$ cat src/sv/sadf_pkg.sv
`default_nettype none
package sadf_pkg;

    // fixed field widths
    localparam int W_ADDR  = 64;
    localparam int W_SIZE  = 13;
    localparam int W_CNT   = 11;
    localparam int W_SLOT  = 10;
    localparam int W_REQ   = 2;
    localparam int W_FRAME = 2;
    localparam int W_STAT  = 3;
    localparam int W_CFGI  = 2;

    // request codes
    localparam logic [W_REQ-1:0] REQ_ALLOC = 2'd0;
    localparam logic [W_REQ-1:0] REQ_FREE  = 2'd1;
    localparam logic [W_REQ-1:0] REQ_PROC  = 2'd2;

    // result status codes
    localparam logic [W_STAT-1:0] ST_OK         = 3'd0;
    localparam logic [W_STAT-1:0] ST_NO_SLOT    = 3'd1;
    localparam logic [W_STAT-1:0] ST_INVALID    = 3'd2;
    localparam logic [W_STAT-1:0] ST_BAD_HANDLE = 3'd3;
    localparam logic [W_STAT-1:0] ST_BAD_FRAME  = 3'd4;

    // register indexes
    localparam logic [W_CFGI-1:0] CFG_BASE  = 2'd0;
    localparam logic [W_CFGI-1:0] CFG_SIZE  = 2'd1;
    localparam logic [W_CFGI-1:0] CFG_COUNT = 2'd2;

    // register reset values
    localparam logic [W_SIZE-1:0] SIZE_RST  = 13'd32;
    localparam logic [W_CNT-1:0]  COUNT_RST = 11'd1024;

    typedef enum logic [2:0] {
        S_IDLE,
        S_EXEC,
        S_ALLOC_RD,
        S_ALLOC_ADD,
        S_FREE_CHK,
        S_PROC_RD,
        S_PROC_WR,
        S_OUT
    } t_state;

    // controller to datapath
    typedef struct packed {
        logic              capture;
        logic              alloc_mul;
        logic              alloc_fin;
        logic              free_mul;
        logic              free_fin;
        logic              proc_init;
        logic              proc_wr;
        logic              proc_fin;
        logic              set_res;
        logic [W_STAT-1:0] res_code;
    } t_cmd;

    // datapath to controller
    typedef struct packed {
        logic [W_REQ-1:0] req;
        logic             alloc_full;
        logic             hvalid;
        logic             frame_bad;
        logic             proc_more;
    } t_stat;

endpackage
`default_nettype wire

$ cat src/sv/sadf_ctrl.sv
`default_nettype none
module sadf_ctrl (
    input  wire logic            i_clk,
    input  wire logic            i_rst_n,
    input  wire logic            i_in_valid,
    output logic                 o_in_ready,
    output logic                 o_out_valid,
    input  wire logic            i_out_ready,
    input  wire sadf_pkg::t_stat i_stat,
    output sadf_pkg::t_cmd       o_cmd
);
    import sadf_pkg::*;

    t_state r_state;
    t_state n_state;

    // state register
    always_ff @(posedge i_clk) begin
        if (!i_rst_n) begin
            r_state <= S_IDLE;
        end else begin
            r_state <= n_state;
        end
    end

    // next state
    always_comb begin
        n_state = r_state;
        unique case (r_state)
            S_IDLE: begin
                if (i_in_valid) n_state = S_EXEC;
            end
            S_EXEC: begin
                unique case (i_stat.req)
                    REQ_ALLOC: n_state = i_stat.alloc_full ? S_OUT : S_ALLOC_RD;
                    REQ_FREE: begin
                        n_state = (!i_stat.hvalid || i_stat.frame_bad) ? S_OUT : S_FREE_CHK;
                    end
                    REQ_PROC:  n_state = i_stat.frame_bad ? S_OUT : S_PROC_RD;
                    default:   n_state = S_OUT;
                endcase
            end
            S_ALLOC_RD:  n_state = S_ALLOC_ADD;
            S_ALLOC_ADD: n_state = S_OUT;
            S_FREE_CHK:  n_state = S_OUT;
            S_PROC_RD:   n_state = i_stat.proc_more ? S_PROC_WR : S_OUT;
            S_PROC_WR:   n_state = S_PROC_RD;
            S_OUT: begin
                if (i_out_ready) n_state = S_IDLE;
            end
            default:     n_state = S_IDLE;
        endcase
    end

    // commands and handshakes
    always_comb begin
        o_cmd       = '0;
        o_in_ready  = 1'b0;
        o_out_valid = 1'b0;
        unique case (r_state)
            S_IDLE: begin
                o_in_ready  = 1'b1;
                o_cmd.capture = i_in_valid;
            end
            S_EXEC: begin
                unique case (i_stat.req)
                    REQ_ALLOC: begin
                        if (i_stat.alloc_full) begin
                            o_cmd.set_res  = 1'b1;
                            o_cmd.res_code = ST_NO_SLOT;
                        end
                    end
                    REQ_FREE: begin
                        if (!i_stat.hvalid) begin
                            o_cmd.set_res  = 1'b1;
                            o_cmd.res_code = ST_INVALID;
                        end else if (i_stat.frame_bad) begin
                            o_cmd.set_res  = 1'b1;
                            o_cmd.res_code = ST_BAD_FRAME;
                        end else begin
                            o_cmd.free_mul = 1'b1;
                        end
                    end
                    REQ_PROC: begin
                        if (i_stat.frame_bad) begin
                            o_cmd.set_res  = 1'b1;
                            o_cmd.res_code = ST_BAD_FRAME;
                        end else begin
                            o_cmd.proc_init = 1'b1;
                        end
                    end
                    default: begin
                        o_cmd.set_res  = 1'b1;
                        o_cmd.res_code = ST_OK;
                    end
                endcase
            end
            S_ALLOC_RD:  o_cmd.alloc_mul = 1'b1;
            S_ALLOC_ADD: o_cmd.alloc_fin = 1'b1;
            S_FREE_CHK:  o_cmd.free_fin  = 1'b1;
            S_PROC_RD:   o_cmd.proc_fin  = !i_stat.proc_more;
            S_PROC_WR:   o_cmd.proc_wr   = 1'b1;
            S_OUT:       o_out_valid     = 1'b1;
            default: begin
                o_cmd = '0;
            end
        endcase
    end

endmodule
`default_nettype wire

$ cat config.mk
export PLATFORM = sky130hd
export DESIGN_NAME = sadf_ctrl
export DESIGN_NICKNAME = d
export VERILOG_FILES = /design/src/sv/sadf_pkg.sv /design/src/sv/sadf_ctrl.sv
export SDC_FILE = /design/constraint.sdc
export NUM_CORES = 1
export LEC_CHECK = 0
export ABC_AREA = 1
export BUFFER_PORTS_ARGS = -buffer_cell sky130_fd_sc_hd__buf_4
export CAP_MARGIN = 5
export CELL_PAD_IN_SITES_DETAIL_PLACEMENT = 1
export CELL_PAD_IN_SITES_GLOBAL_PLACEMENT = 2
export CORE_MARGIN = 2
export CORE_UTILIZATION = 22
export DETAILED_ROUTE_END_ITERATION = 8
export PLACE_DENSITY_LB_ADDON = 0.05
export SYNTH_ARGS = -nofsm -noshare
export SYNTH_HDL_FRONTEND = slang
export SYNTH_SLANG_ARGS = --single-unit
$ cat constraint.sdc
create_clock -name i_clk -period 2.2 [get_ports i_clk]
set_input_delay 0.11 -clock i_clk [delete_from_list [all_inputs] [get_ports i_clk]]
set_output_delay 0.11 -clock i_clk [all_outputs]
set_load 0.005 [all_outputs]
==> flow_metrics.env <==
export IMPL_ys_types=24
export IMPL_syn_inst=74
export IMPL_cp_required_ns=2.09
export IMPL_leakage_nw=0.377
export IMPL_max_slew_margin_pct=63.7
export IMPL_worst_slack_ns=0.644
export IMPL_yosysMostFrequentCell="nand2_1"
export IMPL_drv_slew=0
export IMPL_cap_violations=0
export IMPL_initial_core_util_pct=23.7
export IMPL_die_area_um2=2520
export IMPL_setup_tns_ns=0
export IMPL_largestRegisters="r_state (3)"
export IMPL_syn_area_um2=470
export IMPL_seqPwrFrac_pct=25.4
export IMPL_swShare_pct=45.1
export IMPL_clockRootBuffer="clkbuf_4"
export IMPL_nets=114
export IMPL_ys_top_cells_by_area="dfxtp_1 (13%), nand2_1 (12%), ha_1 (11%), nor2_1 (10%), inv_1 (9.6%)"
export IMPL_firstDrtPassIters=3
export IMPL_ys_seq_elements=3
export IMPL_end_kind="primary output"
export IMPL_wirelength_mm=1.29
export IMPL_period_minus_slack_ns=1.56
export IMPL_drc=0
export IMPL_ys_flop_type="dfxtp_1"
export IMPL_die_w_um=50.2
export IMPL_largest_register="r_state"
export IMPL_grt_usage_pct=12.2
export IMPL_finClkSkew_ns=0.00395
export IMPL_drt_iter0_markers=5
export IMPL_diodes=0
export IMPL_clk_pin_slew_ns=0.04
export IMPL_cts_path_max_buffers=2
export IMPL_dp_slack_ns=0.881
export IMPL_outcome="complete, no violations"
export IMPL_worst_ep_arrival_time_ns=1.45
export IMPL_cts_tree="built"
export IMPL_grt_pass1_vias=572
export IMPL_synth_top_area_cell="dfxtp_1"
export IMPL_internal_power_uw=245
export IMPL_p_comb_share_pct=52.5
export IMPL_die_y_um=50.2
export IMPL_cts_resized=0
export IMPL_fillerInstances=263
export IMPL_worst_hold_path_type="input pin to register"
export IMPL_worstMarginPinSlew_ns=0.544
export IMPL_ant_nets=0
export IMPL_hold_buffers=0
export IMPL_crit_fanout=9
export IMPL_grt_max_degree=10
export IMPL_synthArstFlopShare_pct=0
export IMPL_ys_seq_area_share_pct=12.8
export IMPL_clk_latency_ns=0.24
export IMPL_wire_per_inst_um=10.3
export IMPL_power_density_nw_per_um2=658
export IMPL_vdd_drop_max_mv=0.561
export IMPL_cts_buffers=3
export IMPL_netlist_top_cells_count="nand2_1 (15), nor2_1 (13), inv_1 (12)"
export IMPL_avgSynthCellArea_um2=6.36
export IMPL_vias_per_cell=4.34
export IMPL_fin_crit_sh_pct=70.7
export IMPL_via_count=547
export IMPL_yosys_warnings=0
export IMPL_grt_pass1_wl_mm=2.37
export IMPL_port_buffers=23
export IMPL_coreArea_um2=1980
export IMPL_clkSinkCount=3
export IMPL_grt_setup_unrepaired="no"
export IMPL_std_cell_rows=16
export IMPL_area_delta_synth_final_pct=44.1
export IMPL_synth_edff_count=0
export IMPL_antenna_found_initial=0
export IMPL_power_switching_uw=201
export IMPL_htreeDepth=1
export IMPL_clock_fmax_ghz=0.643
export IMPL_hpwl_mm=1.09
export IMPL_setup_viol=0
export IMPL_synth_nets=88
export IMPL_io_pin_count=24
export IMPL_largest_reg_flops=3
export IMPL_start_kind="register"
export IMPL_postCtsSetupRepairBufs=0
export IMPL_drive_gt1_share_pct=39.4
export IMPL_final_hold_viol_count=0
export IMPL_crit_type="register to primary output"
export IMPL_gp_congestion=0.703
export IMPL_overflow=0
export IMPL_p_clk_share_pct=22.1
export IMPL_yosys_area_top_type_share_pct=12.8
path summary, 6_finish.rpt:
| check | startpoint | to | slack [ns] | cells after the start |
|---|---|---|---|---|
| worst max-delay path | r_state[0]$_SDFFE_PN0P_ | o_cmd[1] | 0.64 | 5 |
| worst min-delay path | i_rst_n | r_state[1]$_SDFFE_PN0P_ | 0.09 | 3 |
| worst min register to register | r_state[2]$_SDFFE_PN0P_ | r_state[1]$_SDFFE_PN0P_ | 0.76 | 4 |
| worst max register to register | r_state[1]$_SDFFE_PN0P_ | r_state[0]$_SDFFE_PN0P_ | 0.98 | 6 |
critical path: stages, from the launching register on:
cell and delay (ns):
dfxtp_1 0.58, nand2_4 0.12, nor2_8 0.13, inv_2 0.09
nor4_2 0.14, buf_4 0.15
final cells by class:
cell class / instances / area (µm²) / area share, %
Clock buffer: 4 / 26.3 / 3.87
Inverter: 15 / 58.8 / 8.67
Multi-Input combinational cell: 54 / 327 / 48.2
Sequential cell: 3 / 60.1 / 8.86
Tap cell: 27 / 33.8 / 4.98
Timing Repair Buffer: 23 / 173 / 25.5
cells by family (layout without fill, tap and decap cells):
group | after synthesis | count (layout) | synth area share, %
flops | 3 | 3 | 12.8
compound gates | 6 | 6 | 7.18
fa+ha+maj | 4 | 4 | 10.6
simple gates | 44 | 44 | 51.6
buf+inv | 17 | 42 | 17.8
cells in the final DEF (no fill, tap or decap), drive strengths merged:
cell,count
nor3,4
buf,23
o21ai,1
o21a,1
inv,15
nor2,16
dfxtp,3
ha,4
nand3,3
nor4,2
nand4,1
a21oi,3
nand2,18
a31oi,1
clkbuf,4
through the flow:
stage	total power [mW]	hold slack, ns	instances	util [%]	instance area, µm²
after floorplan	0.276	0.208	74	-	470
after global placement	0.354	0.327	122	32.9	652
after detailed placement	0.356	0.333	122	32.9	652
after CTS	0.460	0.0864	126	34.2	678
after global routing	0.498	0.0939	126	34.2	678
final	0.447	0.0879	126	34.2	678
routing by layer:
metal  track usage, %  part of all wire [%]  vias to the layer above
met5                0                     0                        -
met3             3.87                   5.3                        2
met1             14.8                    46                      250
li1                 -                     -                      281
met4             4.17                   1.0                        0
met2             20.2                    47                       14
power by group through the flow:
stage | logic, mW | registers [mW] | clock network (mW)
floorplan | 0.199 | 0.0775 | 0
global placement | 0.240 | 0.114 | 0
detailed placement | 0.241 | 0.115 | 0
CTS | 0.241 | 0.114 | 0.105
global route | 0.268 | 0.119 | 0.111
finish | 0.234 | 0.113 | 0.0987
No activity file was read; power rests on OpenSTA's default activity.
